===== src/design/tpc_pkg.sv =====
// Shared types and constants for the trajectory proximity cost block.
// No dependencies; used by tpc_isqrt, tpc_div and trajectory_proximity_cost.
package tpc_pkg;

   localparam int COORD_W    = 32;  // Q16.16 coordinate
   localparam int DIST_W     = 32;  // Q16.16 distance
   localparam int COST_W     = 32;
   localparam int REG_W      = 31;  // safety distance / lookahead width
   localparam int SQ_W       = 64;  // squared distance without carry
   localparam int CSR_ADDR_W = 2;
   localparam int CSR_DATA_W = 32;

   typedef enum logic [CSR_ADDR_W-1:0] {
      REG_COLLISION_COST  = 2'd0,
      REG_SAFETY_DISTANCE = 2'd1,
      REG_LOOKAHEAD       = 2'd2
   } csr_index_type;

   // status of an iterative arithmetic unit
   typedef struct packed {
      logic busy;
      logic done;   // one-cycle pulse when the result is valid
   } unit_status_type;

endpackage


===== src/design/tpc_div.sv =====
// Iterative restoring divider: 64-bit dividend by 31-bit divisor, 32-bit quotient.
// Needs dividend[63:32] below the divisor. Depends on tpc_pkg.
module tpc_div (
   input  logic                         clock,
   input  logic                         reset,
   input  logic                         start,
   input  logic [tpc_pkg::SQ_W-1:0]     dividend,
   input  logic [tpc_pkg::REG_W-1:0]    divisor,
   output logic [tpc_pkg::COST_W-1:0]   quotient,
   output tpc_pkg::unit_status_type     status
);

   logic                         busy_ff;
   logic                         done_ff;
   logic [4:0]                   step_ff;
   logic [tpc_pkg::REG_W-1:0]    den_ff;
   logic [tpc_pkg::REG_W-1:0]    rem_ff;
   logic [tpc_pkg::COST_W-1:0]   quo_ff;

   logic [tpc_pkg::REG_W:0]      rem_sh;
   logic                         ge;
   logic [tpc_pkg::REG_W:0]      rem_sub;

   assign rem_sh  = {rem_ff, quo_ff[tpc_pkg::COST_W-1]};
   assign ge      = (rem_sh >= {1'b0, den_ff});
   assign rem_sub = rem_sh - {1'b0, den_ff};

   always_ff @(posedge clock) begin
      if (reset) begin
         busy_ff <= 1'b0;
         done_ff <= 1'b0;
         step_ff <= '0;
      end else begin
         done_ff <= 1'b0;
         if (start) begin
            busy_ff <= 1'b1;
            step_ff <= '0;
         end else if (busy_ff) begin
            step_ff <= step_ff + 5'd1;
            if (step_ff == 5'd31) begin
               busy_ff <= 1'b0;
               done_ff <= 1'b1;
            end
         end
      end
   end

   // shift one dividend bit in, one quotient bit out per cycle
   always_ff @(posedge clock) begin
      if (start) begin
         den_ff <= divisor;
         rem_ff <= dividend[tpc_pkg::SQ_W-2 -: tpc_pkg::REG_W];
         quo_ff <= dividend[tpc_pkg::COST_W-1:0];
      end else if (busy_ff) begin
         rem_ff <= ge ? rem_sub[tpc_pkg::REG_W-1:0] : rem_sh[tpc_pkg::REG_W-1:0];
         quo_ff <= {quo_ff[tpc_pkg::COST_W-2:0], ge};
      end
   end

   assign quotient    = quo_ff;
   assign status.busy = busy_ff;
   assign status.done = done_ff;

endmodule

===== config.mk =====
export PLATFORM = sky130hd
export DESIGN_NAME = tpc_div
export DESIGN_NICKNAME = d
export VERILOG_FILES = /design/src/design/tpc_pkg.sv /design/src/design/tpc_div.sv
export SDC_FILE = /design/constraint.sdc
export NUM_CORES = 1
export LEC_CHECK = 0
export BUFFER_PORTS_ARGS = -buffer_cell sky130_fd_sc_hd__buf_2
export CAP_MARGIN = 10
export CORE_MARGIN = 1.5
export CORE_UTILIZATION = 35
export CTS_CLUSTER_SIZE = 14
export DETAILED_ROUTE_END_ITERATION = 12
export GPL_TIMING_DRIVEN = 0
export SETUP_SLACK_MARGIN = 0.2
export SLEW_MARGIN = 25
export SYNTH_ARGS = -nofsm -noshare
export SYNTH_HDL_FRONTEND = slang
export SYNTH_SLANG_ARGS = --single-unit
export TNS_END_PERCENT = 30

===== constraint.sdc =====
create_clock -name clock -period 4.8 [get_ports clock]
set_clock_uncertainty 0.1 [all_clocks]
set_input_delay 0.72 -clock clock [delete_from_list [all_inputs] [get_ports clock]]
set_output_delay 0.72 -clock clock [all_outputs]
set_load 0.05 [all_outputs]

== After elaboration in Yosys (flattened, before gate mapping) ==
Index checks and enable logic that the tools add are counted.
Cells by class
  mux-type cells: 9
  reduce and logical (&&, ||, !) cells: 3
  $add $sub $neg: 2
  order comparisons: 1
  equality and inequality tests: 1
  bitwise logic cells: 1
Operators by type and width (count)
  31-bit 2-to-1 mux: 3
  32-bit 2-to-1 mux: 2
  32-bit by 31-bit >= comparator with 1-bit output: 1
  31-bit subtractor: 1
  5-bit by 1-bit adder with 5-bit output (second input constant): 1
  5-bit equality test (second input constant): 1
  1-bit 2-to-1 mux: 4
  3-bit OR reduction: 1
  2-bit nonzero test: 1
  2-bit OR reduction: 1
  1-bit inverter: 1
Word-level totals
  bits of input ports: 98
  output and inout port bits: 34
  register bits after elaboration: 101

== Depth between registers and ports, before layout ==
  depth after elaboration: 4
  gate-level depth with buffers: 13

== Worst setup path after synthesis ==
Ideal clock, no wire load.
  kind: reg2reg
  from: register quo_ff (netlist bit quotient[31])
  to: register rem_ff[18] (netlist name), data pin
  arrival: 3.012 ns
  stages on the path, launching flop included: 13
  clock period less this slack: 3.372 ns
  path buffers: 0
  setup slack: 1.428 ns
  cells stage by stage: edfxtp_1 inv_1 ha_1 fa_1 and2b_1 o2111ai_1 and3_4 o31a_4 o21ba_2 o21a_1 xor2_1 o21ai_0 mux2_2
On the way
  longest elaborated chain between the ends: 4
  elaborated cells on any way between the ends: 5
  those cells by class: add/sub: 1; order compare: 1; mux: 3
RTL lines
  start: declaration: line tpc_div.sv:18  | logic [tpc_pkg::COST_W-1:0] quo_ff;
  start signal: assignment: line tpc_div.sv:53  | quo_ff <= dividend[tpc_pkg::COST_W-1:0];
  start signal: assignment: line tpc_div.sv:56  | quo_ff <= {quo_ff[tpc_pkg::COST_W-2:0], ge};
  31-bit subtractor or 32-bit by 31-bit >= comparator with 1-bit output (tied branches): line tpc_div.sv:26, tpc_div.sv:25
  31-bit 2-to-1 mux (*): line tpc_div.sv:55  | rem_ff <= ge ? rem_sub[tpc_pkg::REG_W-1:0] : rem_sh[tpc_pkg::REG_W-1:0];
  31-bit 2-to-1 mux (*): line tpc_div.sv:54  | end else if (busy_ff) begin
  31-bit 2-to-1 mux (*): line tpc_div.sv:50  | if (start) begin
  end signal: assignment: line tpc_div.sv:52  | rem_ff <= dividend[tpc_pkg::SQ_W-2 -: tpc_pkg::REG_W];
  end signal: assignment: line tpc_div.sv:55
  end: declaration: line tpc_div.sv:17  | logic [tpc_pkg::REG_W-1:0] rem_ff;
Every way passes the cells marked *; elsewhere a longest branch is shown, timed or not. The select of a mux whose other input is x is not followed.
A chain may end at the register's enable or synchronous reset.

== Final worst setup path ==
  from: register quo_ff (netlist bit quotient[31])
  to: register rem_ff[16] (netlist name), data pin
The elaborated chain is that of the path after synthesis.

==> flow_summary.yaml <==
die:
  std_cell_rows: 48
  core-area_um2: 17200
  start_util: 0.357
  io_pins: 132
  die-area_um2: 18400
  die_h_um: 136
  die_w_um: 136
placement:
  hpwl_mm: 11.7
  post-place-ws_ns: 0.905
  gp_congestion: 0.885
  port-buffer-count: 130
pwr:
  power.static_leakage_nw: 3.14
  vdd_drop_max_mv: 0.241
  powerDensity_nw_per_um2: 577
synth:
  postSynthAreaPerCell_um2: 11.0
  ys.flop_type: "edfxtp_1"
  synth_edf_count: 94
  yosys_warnings: 0
  syn_inst: 559
  yosysSeqAreaShare: 0.482
  synthArstFlopShare: 0
  yosys_register_bits: 101
  syn_area_um2: 6150
  yosysUniqueCellTypes: 66
  syn_nets: 691
cts:
  numCtsBuffers: 9
  cts_buffer_depth: 2
  clkLatencyLatePin_ns: 0.35
  cts_root_buf: "clkbuf_16"
  cts_tree: "yes"
  post_cts_buffers: 0
  cts_htree_levels: 3
  path_clk_slew_ns: 0.07
  holdBufCountCts: 0
  cts-resized-gates: 0
  clock_sinks: 101
timing:
  slew_headroom: 0.459
  setup_viol: 0
  fin_crit_sh: 0.718
  setup_ws_ns: 1.35
  slew_violations: 0
  clock.fmax_mhz: 290
  final.setup.tns_ns: 0
  rsz0062_at_grt: "false"
  worst_pin_slew_ns: 0.812
  period_needed_ns: 3.45
  worst_hold_slack_ns: 0.412
  finalHoldViolations: 0
flow_run:
  maxCapViolCount: 0
critical_path:
  worst-endpoint-required_ns: 4.81
  crit_fanout: 10
  worstSetupPathType: "flip-flop to flip-flop"
  cpMaxStageDelayCell: "fa_1"
  cp.arrival_ns: 3.46
  cp-end-kind: "flip-flop"
  path_delay_family: "compound AO/OA/AOI/OAI gates"
  critPathBufInv: 2
  path_cells: "inv_1, ha_1, fa_1, and2b_1, o2111ai_1, and3_4, o31a_4, o21bai_4, o21ai_4, buf_2, nand2_1, o21ai_0, mux2_2"
  max_stage_delay_ns: 0.41
  crit_path_start_kind: "flip-flop"
route:
  ant_nets: 0
  wl_mm: 15.6
  drc: 0
  drt-initial-drc-count: 183
  via_per_inst: 5.08
  dr.pass1.iters: 6
  num_vias: 4732
  wl_per_cell_um: 16.7
global_route:
  grt_pass1_wl_mm: 25.3
  antenna_found_initial: 0
  grt_pass1_vias: 4986
  track_usage: 0.178
  grt_overflow: 0
  grt_start_max_net_pins: 43
finish:
  fin_util: 0.428
  antenna_cells: 0
  drive_gt1_frac: 0.329
  final_cell_mix: "buf_2, edfxtp_1, mux2_2, inv_1, nand2_1"
  syn2layout_area_growth_pct: 19.9
  layout.nets: 833
  layout_commonest_cell: "buf_2"
  nFillCells: 1666
worst_hold_path:
  hold_class: "flip-flop to flip-flop"
outcome:
  status: "complete, no violations"
-- cell families after synthesis --
logic type | count (synthesis) | share of synthesized area
AOI/OAI and AO/OA | 137 | 0.154
xor gates and xnor gates | 28 | 0.0399
adders and majority gates | 34 | 0.0704
buffers and inverters | 74 | 0.0511
DFF | 101 | 0.482
muxes | 55 | 0.0999
and+or+nand+nor | 130 | 0.103
-- tightest hold or removal path, delay by kind of cell, from the launching register on --
kind             cells  cell delay, ns
multiplexers         1            0.07
flip-flops           1            0.33
AND/OR/NAND/NOR      1            0.08
-- cell usage after synthesis, types with 3 or more instances --
library cell	number	area share
o21ai_0	35	0.028
and3_1	5	0.0051
nand3_1	8	0.0065
mux2i_1	4	0.0065
xor2_1	13	0.019
ha_1	33	0.067
nand2_1	43	0.026
a21o_1	13	0.016
mux2_2	50	0.092
a211oi_1	5	0.0061
a21oi_1	38	0.031
a31oi_1	4	0.0041
nor3_1	9	0.0073
nand2b_1	3	0.0031
o21a_1	4	0.0049
nand4_1	7	0.0071
or2_2	3	0.0031
edfxtp_1	94	0.46
buf_2	11	0.0089
nor2_1	33	0.020
nor2b_1	6	0.0061
dfxtp_1	7	0.023
xnor2_1	15	0.021
inv_1	48	0.029
clkbuf_1	11	0.0067
-- per-layer routing --
layer | vias to the layer above | GRT usage | part of all wire
li1 | 2332 | - | -
met1 | 2240 | 0.214 | 0.45
met2 | 146 | 0.310 | 0.48
met3 | 14 | 0.0479 | 0.058
met4 | 0 | 0.0520 | 0.013
met5 | - | 0 | 0
-- where the power goes --
part | switching [mW] | leakage, nW | internal (mW)
sequential | 0.0963 | 0.994 | 1.21
clock | 0.335 | 0.126 | 0.354
combinational | 1.34 | 2.02 | 0.919
total | 1.77 | 3.14 | 2.48
-- state kept, by name, indices dropped and copies added (netlist names) --
register,count
done_ff,1
step_ff,5
rem_ff,31
quotient,32
busy_ff,1
den_ff,31
-- cell type report --
cell class                      instances  area (um^2)  share of cell area
Clock inverter                          5         37.5             0.00509
Timing Repair Buffer                  131          671              0.0909
Tap cell                              225          282              0.0382
Clock buffer                           11          233              0.0316
Sequential cell                       101         2960               0.402
Inverter                               48          180              0.0244
Buffer                                 26          134              0.0182
Multi-Input combinational cell        384         2880               0.390
-- worst paths after layout --
| check | start | endpoint | slack (ns) | cells after the start |
|---|---|---|---|---|
| max | quotient[31]$_DFFE_PP_ | rem_ff[16]$_DFFE_PP_ | 1.35 | 13 |
| min | step_ff[4]$_SDFFE_PP0P_ | step_ff[4]$_SDFFE_PP0P_ | 0.41 | 2 |
| max reg2reg | quotient[31]$_DFFE_PP_ | rem_ff[16]$_DFFE_PP_ | 1.35 | 13 |
| min reg2reg | step_ff[4]$_SDFFE_PP0P_ | step_ff[4]$_SDFFE_PP0P_ | 0.41 | 2 |
-- through the flow --
| step | power (mW) | cell area, um^2 | instances |
|---|---|---|---|
| after floorplan | 3.02 | 6150 | 559 |
| after global placement | 3.53 | 7080 | 914 |
| after detailed placement | 3.56 | 7110 | 915 |
| after CTS | 4.27 | 7380 | 931 |
| after global routing | 4.56 | 7380 | 931 |
| final | 4.25 | 7380 | 931 |
No activity file was read; power rests on OpenSTA's default activity.
