File: src/design/tpc_pkg.sv
// Shared types and constants for the trajectory proximity cost block.
// No dependencies; used by tpc_isqrt, tpc_div and trajectory_proximity_cost.
package tpc_pkg;

   localparam int COORD_W    = 32;  // Q16.16 coordinate
   localparam int DIST_W     = 32;  // Q16.16 distance
   localparam int COST_W     = 32;
   localparam int REG_W      = 31;  // safety distance / lookahead width
   localparam int SQ_W       = 64;  // squared distance without carry
   localparam int CSR_ADDR_W = 2;
   localparam int CSR_DATA_W = 32;

   typedef enum logic [CSR_ADDR_W-1:0] {
      REG_COLLISION_COST  = 2'd0,
      REG_SAFETY_DISTANCE = 2'd1,
      REG_LOOKAHEAD       = 2'd2
   } csr_index_type;

   // status of an iterative arithmetic unit
   typedef struct packed {
      logic busy;
      logic done;   // one-cycle pulse when the result is valid
   } unit_status_type;

endpackage

File: src/design/tpc_isqrt.sv
// Iterative integer square root, one result bit per cycle.
// Depends on tpc_pkg.
module tpc_isqrt (
   input  logic                         clock,
   input  logic                         reset,
   input  logic                         start,
   input  logic [tpc_pkg::SQ_W-1:0]     radicand,
   output logic [tpc_pkg::DIST_W-1:0]   root,
   output tpc_pkg::unit_status_type     status
);

   logic                         busy_ff;
   logic                         done_ff;
   logic [4:0]                   step_ff;
   logic [tpc_pkg::SQ_W-1:0]     rad_ff;
   logic [tpc_pkg::DIST_W+1:0]   rem_ff;
   logic [tpc_pkg::DIST_W-1:0]   root_ff;

   logic [tpc_pkg::DIST_W+1:0]   rem_sh;
   logic [tpc_pkg::DIST_W+1:0]   trial;
   logic                         ge;

   assign rem_sh = {rem_ff[tpc_pkg::DIST_W-1:0], rad_ff[tpc_pkg::SQ_W-1 -: 2]};
   assign trial  = {root_ff, 2'b01};
   assign ge     = (rem_sh >= trial);

   always_ff @(posedge clock) begin
      if (reset) begin
         busy_ff <= 1'b0;
         done_ff <= 1'b0;
         step_ff <= '0;
      end else begin
         done_ff <= 1'b0;
         if (start) begin
            busy_ff <= 1'b1;
            step_ff <= '0;
         end else if (busy_ff) begin
            step_ff <= step_ff + 5'd1;
            if (step_ff == 5'd31) begin
               busy_ff <= 1'b0;
               done_ff <= 1'b1;
            end
         end
      end
   end

   // datapath: two radicand bits in, one root bit out per cycle
   always_ff @(posedge clock) begin
      if (start) begin
         rad_ff  <= radicand;
         rem_ff  <= '0;
         root_ff <= '0;
      end else if (busy_ff) begin
         rad_ff  <= {rad_ff[tpc_pkg::SQ_W-3:0], 2'b00};
         rem_ff  <= ge ? (rem_sh - trial) : rem_sh;
         root_ff <= {root_ff[tpc_pkg::DIST_W-2:0], ge};
      end
   end

   assign root        = root_ff;
   assign status.busy = busy_ff;
   assign status.done = done_ff;

endmodule

File: config.mk
export PLATFORM = sky130hd
export DESIGN_NAME = tpc_isqrt
export DESIGN_NICKNAME = d
export VERILOG_FILES = /design/src/design/tpc_pkg.sv /design/src/design/tpc_isqrt.sv
export SDC_FILE = /design/constraint.sdc
export NUM_CORES = 1
export LEC_CHECK = 0
export ABC_CLOCK_PERIOD_IN_PS = 4230
export BUFFER_PORTS_ARGS = -buffer_cell sky130_fd_sc_hd__buf_2
export CAP_MARGIN = 10
export CORE_UTILIZATION = 58
export DETAILED_ROUTE_END_ITERATION = 10
export PLACE_DENSITY = 0.85
export SLEW_MARGIN = 20
export SYNTH_ARGS = -nofsm -noshare
export SYNTH_HDL_FRONTEND = slang
export SYNTH_SLANG_ARGS = --single-unit
File: constraint.sdc
create_clock -name clock -period 4.23 [get_ports clock]
set_clock_uncertainty 0.15 [all_clocks]
set_input_delay 0.2115 -clock clock [delete_from_list [all_inputs] [get_ports clock]]
set_output_delay 0.2115 -clock clock [all_outputs]
set_load 0.02 [all_outputs]
# == Word level (Yosys, flattened, before mapping) ==
# Index checks and enable logic that the tools add are counted.
# totals
out_inout_bits,34
word_cells,21
regBits,135
input_bits,67
# op_classes
n_eq_ne,1
n_addsub,2
mux,7
n_lt_le_gt_ge,1
bitwise,1
reduce_logical,3
# op_table
cell,n
2-to-1 mux 64 bit,2
greater-or-equal comparator 34 bit,1
2-to-1 mux 32 bit,1
subtractor 32 bit,1
"adder 5 x 1 -> 5 bit, second input constant",1
"equality test 5 bit, second input constant",1
2-to-1 mux 1 bit,4
OR reduction 3 bit,1
nonzero test 2 bit,1
OR reduction 2 bit,1
NOT 1 bit,1

# == Longest topological paths before layout ==
# Gate-level depths: netlist of the first run.
# logic_depth
ltp_word,4
depth_mapped,13
mapped_depth_nobuf,11

# == Worst setup path before layout of the first run ==
# No wires, ideal clock.
# synth_path
path_kind,register to register
startpoint,"register root_ff, in the netlist root[0]"
endpoint,register rem_ff[14] (netlist name)
required_ps,3992
setup_slack_ps,1022
n_path_buf,2
path_stages_with_launch,14
arrival_ps,2970
cell_sequence,dfxtp_1 -> inv_1 -> ha_1 -> nor2b_1 -> o31a_1 -> o311ai_1 -> a21oi_1 -> o22a_1 -> a2111oi_4 -> or2_1 -> buf_4 -> buf_4 -> nand2_1 -> a311oi_2
# synth_via
elab_chain_len,2
word_cells_on_any_way,3
cone_classes,add/sub: 1; order compare: 1; mux: 1
# synth_lines
element,line_no,rtl
"start, declared",tpc_isqrt.sv:17,logic [tpc_pkg::DIST_W-1:0] root_ff;
"start signal, assigned",tpc_isqrt.sv:56,"root_ff <= {root_ff[tpc_pkg::DIST_W-2:0], ge};"
subtractor 32 bit / greater-or-equal comparator 34 bit (equally long branches),"tpc_isqrt.sv:55, tpc_isqrt.sv:25",
2-to-1 mux 32 bit *,tpc_isqrt.sv:55,rem_ff <= ge ? (rem_sh - trial) : rem_sh;
"end signal, assigned",tpc_isqrt.sv:55,
"end, declared",tpc_isqrt.sv:16,logic [tpc_pkg::DIST_W+1:0] rem_ff;
# Mark *: on every way between the ends. The rest lies on a longest branch, timed or not.
# A chain may end at the register's enable or synchronous reset.

# == Final worst setup path of the first run ==
# layout_path
startpoint,"register root_ff, in the netlist root[0]"
endpoint,register rem_ff[3] (netlist name)
# Same word-level chain as after synthesis.

==> impl_metrics.yaml, run 1 <==
sta:
  max_clock_freq_mhz: 264
  final-hold-violation-count: 0
  fin_crit_sh: 0.895
  fin_crit_ns: 3.79
  finalSetupViolCount: 0
  setup_tns_ns: 0
  grt_setup_unrepaired: "false"
  worst_pin_slew_ns: 0.912
  max-slew-margin-rel: 0.391
  slew_violations: 0
die:
  die-area_sq_um: 13300
  rows: 40
  start_util: 0.606
  pin_count: 101
  coreArea_sq_um: 12300
  dieHeight_microns: 115
  die_x_microns: 115
drt:
  ant_nets: 0
  via_per_inst: 5.96
  vias: 6317
  avgRoutedWirePerCell_microns: 18.9
  drt_iter0_markers: 687
  drc: 0
  wl_microns: 20000
  first_pass_iters: 6
setup_path:
  rrSetupSlack_ns: 0.44
  worst-path-max-fanout: 12
  rr_startpoint: "root[0]"
  worst_ep_arrival_time_ns: 3.98
  end_kind: "flop"
  r2r-end: "rem_ff[3]"
  timing.critical_path.from: "root[0]"
  critical_path_class: "flop to flop"
  r2r_cells: 12
  cp-endpoint: "rem_ff[3]"
  cp-start-kind: "flop"
  required_ns: 4.42
global_routing:
  grt_max_degree: 68
  antenna_found_initial: 0
  use_met2: 0.579
  grt_overflow: 0
  grt_pass1_wl_microns: 32500
  top_usage_layer: "met2"
  grtUsageMet3: 0.0638
  use_met1: 0.366
  gr-usage-all-layers: 0.324
  grt_pass1_vias: 6393
synth:
  yosysUniqueCellTypes: 58
  syn_nets: 828
  synthDominantCellAreaShare: 0.259
  synth_area_leaders: "edfxtp_1 26%, dfxtp_1 19%, mux2_2 9.6%"
  yosys_warnings: 0
  avgSynthCellArea_sq_um: 10.2
  yosys_register_bits: 135
  ys.flop_type: "dfxtp_1"
  synthTopCellsByCount: "79 x nor2_1, 71 x dfxtp_1, 67 x nand2_1"
  yosysMostFrequentCell: "nor2_1"
  synth_edf_count: 64
  synthArstFlopShare: 0
  yosys.area.top_type: "edfxtp_1"
  ys_seq_area_frac: 0.450
  synthesis.area_sq_um: 7430
  syn_inst: 725
finish:
  insertedDiodeCount: 0
  postLayoutCellArea_sq_um: 9320
  nNetsFinal: 982
  drive_gt1_frac: 0.249
  instances_no_fill: 1060
  regArea_sq_um: 3350
  syn2layout_area_growth_pct: 25.5
  multiInputGateArea_sq_um: 3760
  fill_cells: 755
cts:
  htree_levels: 4
  numCtsBuffers: 17
  cts_buffer_depth: 2
  clock_latency_ns: 0.43
  postCtsSetupBuffers: 0
  root_buffer: "clkbuf_16"
  cts.sinks: 135
  cts_tree: "built"
  cts.reportedPaths.clkPinSlew_ns: 0.06
status:
  status: "finished clean"
run:
  maxCapViolations: 0
worst_hold_path:
  hold_path.class: "input pin to flop"
  worstHoldPathCells: 2
placement:
  dp_cells: 963
  gp_congestion: 0.919
  placedInstanceArea_sq_um: 8030
  io_buffers: 100
  dp_hpwl_microns: 11200
power:
  p_per_area_nw_per_um2: 649
  max-vdd-ir-drop_v: 0.000411
  power.leakage_nw: 3.84
-- final cells by class --
| type | count | share of cell area |
|---|---|---|
| clock buffers | 20 | 0.0479 |
| inverters | 42 | 0.0169 |
| repair buffers | 172 | 0.129 |
| multi-input cells | 511 | 0.404 |
| clock inverters | 12 | 0.0207 |
| flip-flops and latches | 135 | 0.359 |
| well taps | 168 | 0.0225 |
-- state kept, by name, indices dropped and copies added (netlist names) --
name	flops
rad_ff	64
rem_ff	32
root	32
step_ff	5
busy_ff	1
done_ff	1
-- repair_timing --
action | CTS | global route
gates resized for setup | 0 | 0
setup endpoints to repair | 0 | 0
hold buffers | 65 | 0
endpoints found under the hold margin | 71 | 0
-- report_power, final --
group | internal, mW | switching (mW) | total [mW]
Sequential | 1.55 | 0.133 | 1.68
Combinational | 1.12 | 1.63 | 2.74
Clock | 1.02 | 0.612 | 1.63
Total | 3.68 | 2.37 | 6.05
-- layout by cell type, fill, tap and decap left out, types with 4 or more instances in the layout --
master,count
nor2_1,79
mux2_2,63
clkbuf_16,17
dfxtp_1,70
o21a_1,6
a311oi_1,8
nor2b_1,5
buf_2,99
o21ai_0,18
and2_1,7
mux2i_1,34
nand2b_1,10
a21o_1,15
dlygate4sd3_1,65
clkinv_4,4
edfxtp_1,64
nand2_1,67
inv_1,41
or3_1,5
bufinv_16,4
a311oi_2,15
ha_1,36
nand3_1,6
a211oi_1,6
xor2_1,9
and3_1,4
nor3_1,9
xnor2_1,20
buf_4,8
a21oi_1,37
nand4_1,6
-- how the worst min path moves through the flow --
stage | to | start
after floorplan | busy_ff | reset
final | root[31] | start
after global placement | busy_ff | reset
after detailed placement | busy_ff | reset
after CTS | root[27] | start
after global routing | root[27] | start
-- through the flow --
step                      power, mW  utilization  hold slack (ns)  setup slack [ns]
after floorplan                3.72            -            0.131              1.02
after global placement         4.16        0.655            0.222             0.751
after detailed placement       4.26        0.655            0.228             0.557
after CTS                      5.95        0.760            0.165             0.510
after global routing           6.38        0.760            0.210             0.193
final                          6.05        0.760            0.188             0.442
-- cell families (layout without fill, tap and decap cells) --
group           after synthesis  count (layout)  synth area share
flops                       135             135             0.450
buf+inv                      79             246            0.0435
simple gates                210             210             0.126
xor+xnor                     29              29            0.0342
mux                          97              97             0.141
compound gates              139             139             0.144
fa+ha+maj                    36              36            0.0606
-- per-layer routing --
layer | vias up | wire [microns]
met1 | 3026 | 7570
met4 | 0 | 845
li1 | 2932 | -
met3 | 52 | 1250
met2 | 307 | 10400
met5 | - | 0
-- critical path, cell delays in order, from the launching register on --
cell       delay, ns
dfxtp_1         0.41
inv_1           0.07
ha_1            0.36
nor2b_1         0.18
o31a_1          0.27
o311ai_1        0.34
a21oi_1         0.12
o22a_1          0.24
a2111oi_4       0.46
or2_1           0.47
buf_4           0.28
nand2_1         0.09
a311oi_2        0.25
No activity file was read; power rests on OpenSTA's default activity.
==> run 2: changes to the inputs <==
CORE_MARGIN = 4   (was default)
==> impl_metrics.yaml, run 2 (same netlist as run 1, synthesis figures left out) <==
status:
  status: "finished clean"
global_routing:
  antenna_found_initial: 0
  top_usage_layer: "met2"
  grt_pass1_wl_microns: 31600
  grtUsageMet3: 0.0592
  grt_max_degree: 71
  grt_overflow: 0
  use_met1: 0.327
  use_met2: 0.473
  gr-usage-all-layers: 0.273
  grt_pass1_vias: 6264
power:
  power.leakage_nw: 3.83
  max-vdd-ir-drop_v: 0.000382
  p_per_area_nw_per_um2: 640
finish:
  top_register: "rad_ff"
  nNetsFinal: 981
  insertedDiodeCount: 0
  most-common-layout-cells: "99 x buf_2, 79 x nor2_1, 70 x dfxtp_1, 67 x nand2_1, 65 x dlygate4sd3_1"
  syn2layout_area_growth_pct: 25.5
  final_util: 0.741
  fill_cells: 831
  largest_reg_flops: 64
  final_common_cell: "buf_2"
  drive_gt1_frac: 0.249
die:
  dieHeight_microns: 121
  coreArea_sq_um: 12600
  die-area_sq_um: 14700
  pin_count: 101
  rows: 41
  start_util: 0.591
  die_x_microns: 121
drt:
  drc: 0
  avgRoutedWirePerCell_microns: 18.4
  first_pass_iters: 6
  via_per_inst: 5.83
  vias: 6197
  drt_iter0_markers: 430
  wl_microns: 19500
  ant_nets: 0
setup_path:
  cp-start-kind: "flop"
  worst-path-max-fanout: 13
  cp-endpoint: "rem_ff[7]"
  critical_path_class: "flop to flop"
  max_stage_delay_ns: 0.48
  r2r_cells: 12
  required_ns: 4.39
  timing.critical_path.from: "root[0]"
  rrSetupSlack_ns: 0.46
  rr_startpoint: "root[0]"
  r2r-end: "rem_ff[7]"
  slowest_stage: "a2111oi_4"
  cp_cell_sequence: "inv_1 -> ha_1 -> nor2b_1 -> o31a_1 -> o311ai_1 -> a21oi_1 -> o22a_1 -> a2111oi_4 -> or2_1 -> buf_4 -> nand2_1 -> a311oi_2"
  worst_ep_arrival_time_ns: 3.94
  end_kind: "flop"
cts:
  postCtsSetupBuffers: 0
  cts.sinks: 135
  cts_tree: "built"
  clock_latency_ns: 0.43
  root_buffer: "clkbuf_16"
  htree_levels: 4
  numCtsBuffers: 17
  cts.reportedPaths.clkPinSlew_ns: 0.06
  cts_buffer_depth: 2
sta:
  slew_violations: 0
  fin_crit_sh: 0.892
  setup_tns_ns: 0
  worst_pin_slew_ns: 0.843
  grt_setup_unrepaired: "false"
  fin_crit_ns: 3.77
  final-hold-violation-count: 0
  max-slew-margin-rel: 0.438
  finalSetupViolCount: 0
  max_clock_freq_mhz: 265
run:
  maxCapViolations: 0
placement:
  gp_congestion: 0.917
  io_buffers: 100
  dp_hpwl_microns: 11300
worst_hold_path:
  hold_path.class: "flop to flop"
run 2: changes by cell type in the layout (fill, tap and decap cells not counted), sizes merged:
cell	delta
buf	-1
clkbuf	-2
clkinvlp	+1
clkinv	-3
inv	+4
run 2: worst min-delay path by stage:
stage / start / endpoint / slack [ns] / cells after the start
floorplan: reset / busy_ff / 0.13 / 1
global placement: reset / busy_ff / 0.22 / 2
detailed placement: reset / busy_ff / 0.23 / 2
CTS: reset / busy_ff / 0.34 / 3
global route: reset / busy_ff / 0.34 / 3
finish: rem_ff[0] / rem_ff[0] / 0.34 / 2
run 2: metal layers:
layer	part of all wire	vias to the layer above
met2	0.50	253
met5	0	-
met3	0.062	55
met4	0.036	0
li1	-	2929
met1	0.40	2960
run 2: what timing repair did:
item | 4_1_cts | 5_1_grt
gates resized for setup | 0 | 0
endpoints found under the setup margin | 0 | 0
hold buffers | 65 | 0
hold endpoints to repair | 71 | 0
run 2: layout make-up:
| class | instances | area (sq um) | share of cell area |
|---|---|---|---|
| Multi-Input combinational cell | 511 | 3760 | 0.404 |
| Sequential cell | 135 | 3350 | 0.359 |
| Timing Repair Buffer | 171 | 1200 | 0.129 |
| Clock buffer | 18 | 429 | 0.0461 |
| Tap cell | 172 | 215 | 0.0231 |
| Clock inverter | 14 | 209 | 0.0224 |
| Inverter | 42 | 158 | 0.0169 |
run 2: critical path: cells and delay by family, from the launching register on:
family                   cells  cell delay [ns]
AO/OA/AOI/OAI                6             1.75
adder cells (fa/ha/maj)      1             0.36
buffers and inverters        2             0.32
flip-flops                   1             0.37
AND/OR/NAND/NOR              3             0.72
run 2: through the flow:
step | setup WS (ns) | std cells | instance area (sq um) | total power, mW | hold WS [ns]
3_3_place_gp | 0.725 | 966 | 8030 | 4.14 | 0.221
5_1_grt | 0.202 | 1063 | 9320 | 6.32 | 0.341
2_1_floorplan | 1.02 | 725 | 7430 | 3.72 | 0.131
3_5_place_dp | 0.506 | 966 | 8030 | 4.22 | 0.226
6_report | 0.455 | 1063 | 9320 | 5.96 | 0.338
4_1_cts | 0.503 | 1063 | 9320 | 5.89 | 0.338
run 2: power breakdown:
| part | internal, mW | switching [mW] | total (mW) |
|---|---|---|---|
| combinational | 1.10 | 1.57 | 2.66 |
| clock | 1.01 | 0.616 | 1.62 |
| sequential | 1.55 | 0.131 | 1.68 |
| total | 3.65 | 2.32 | 5.96 |
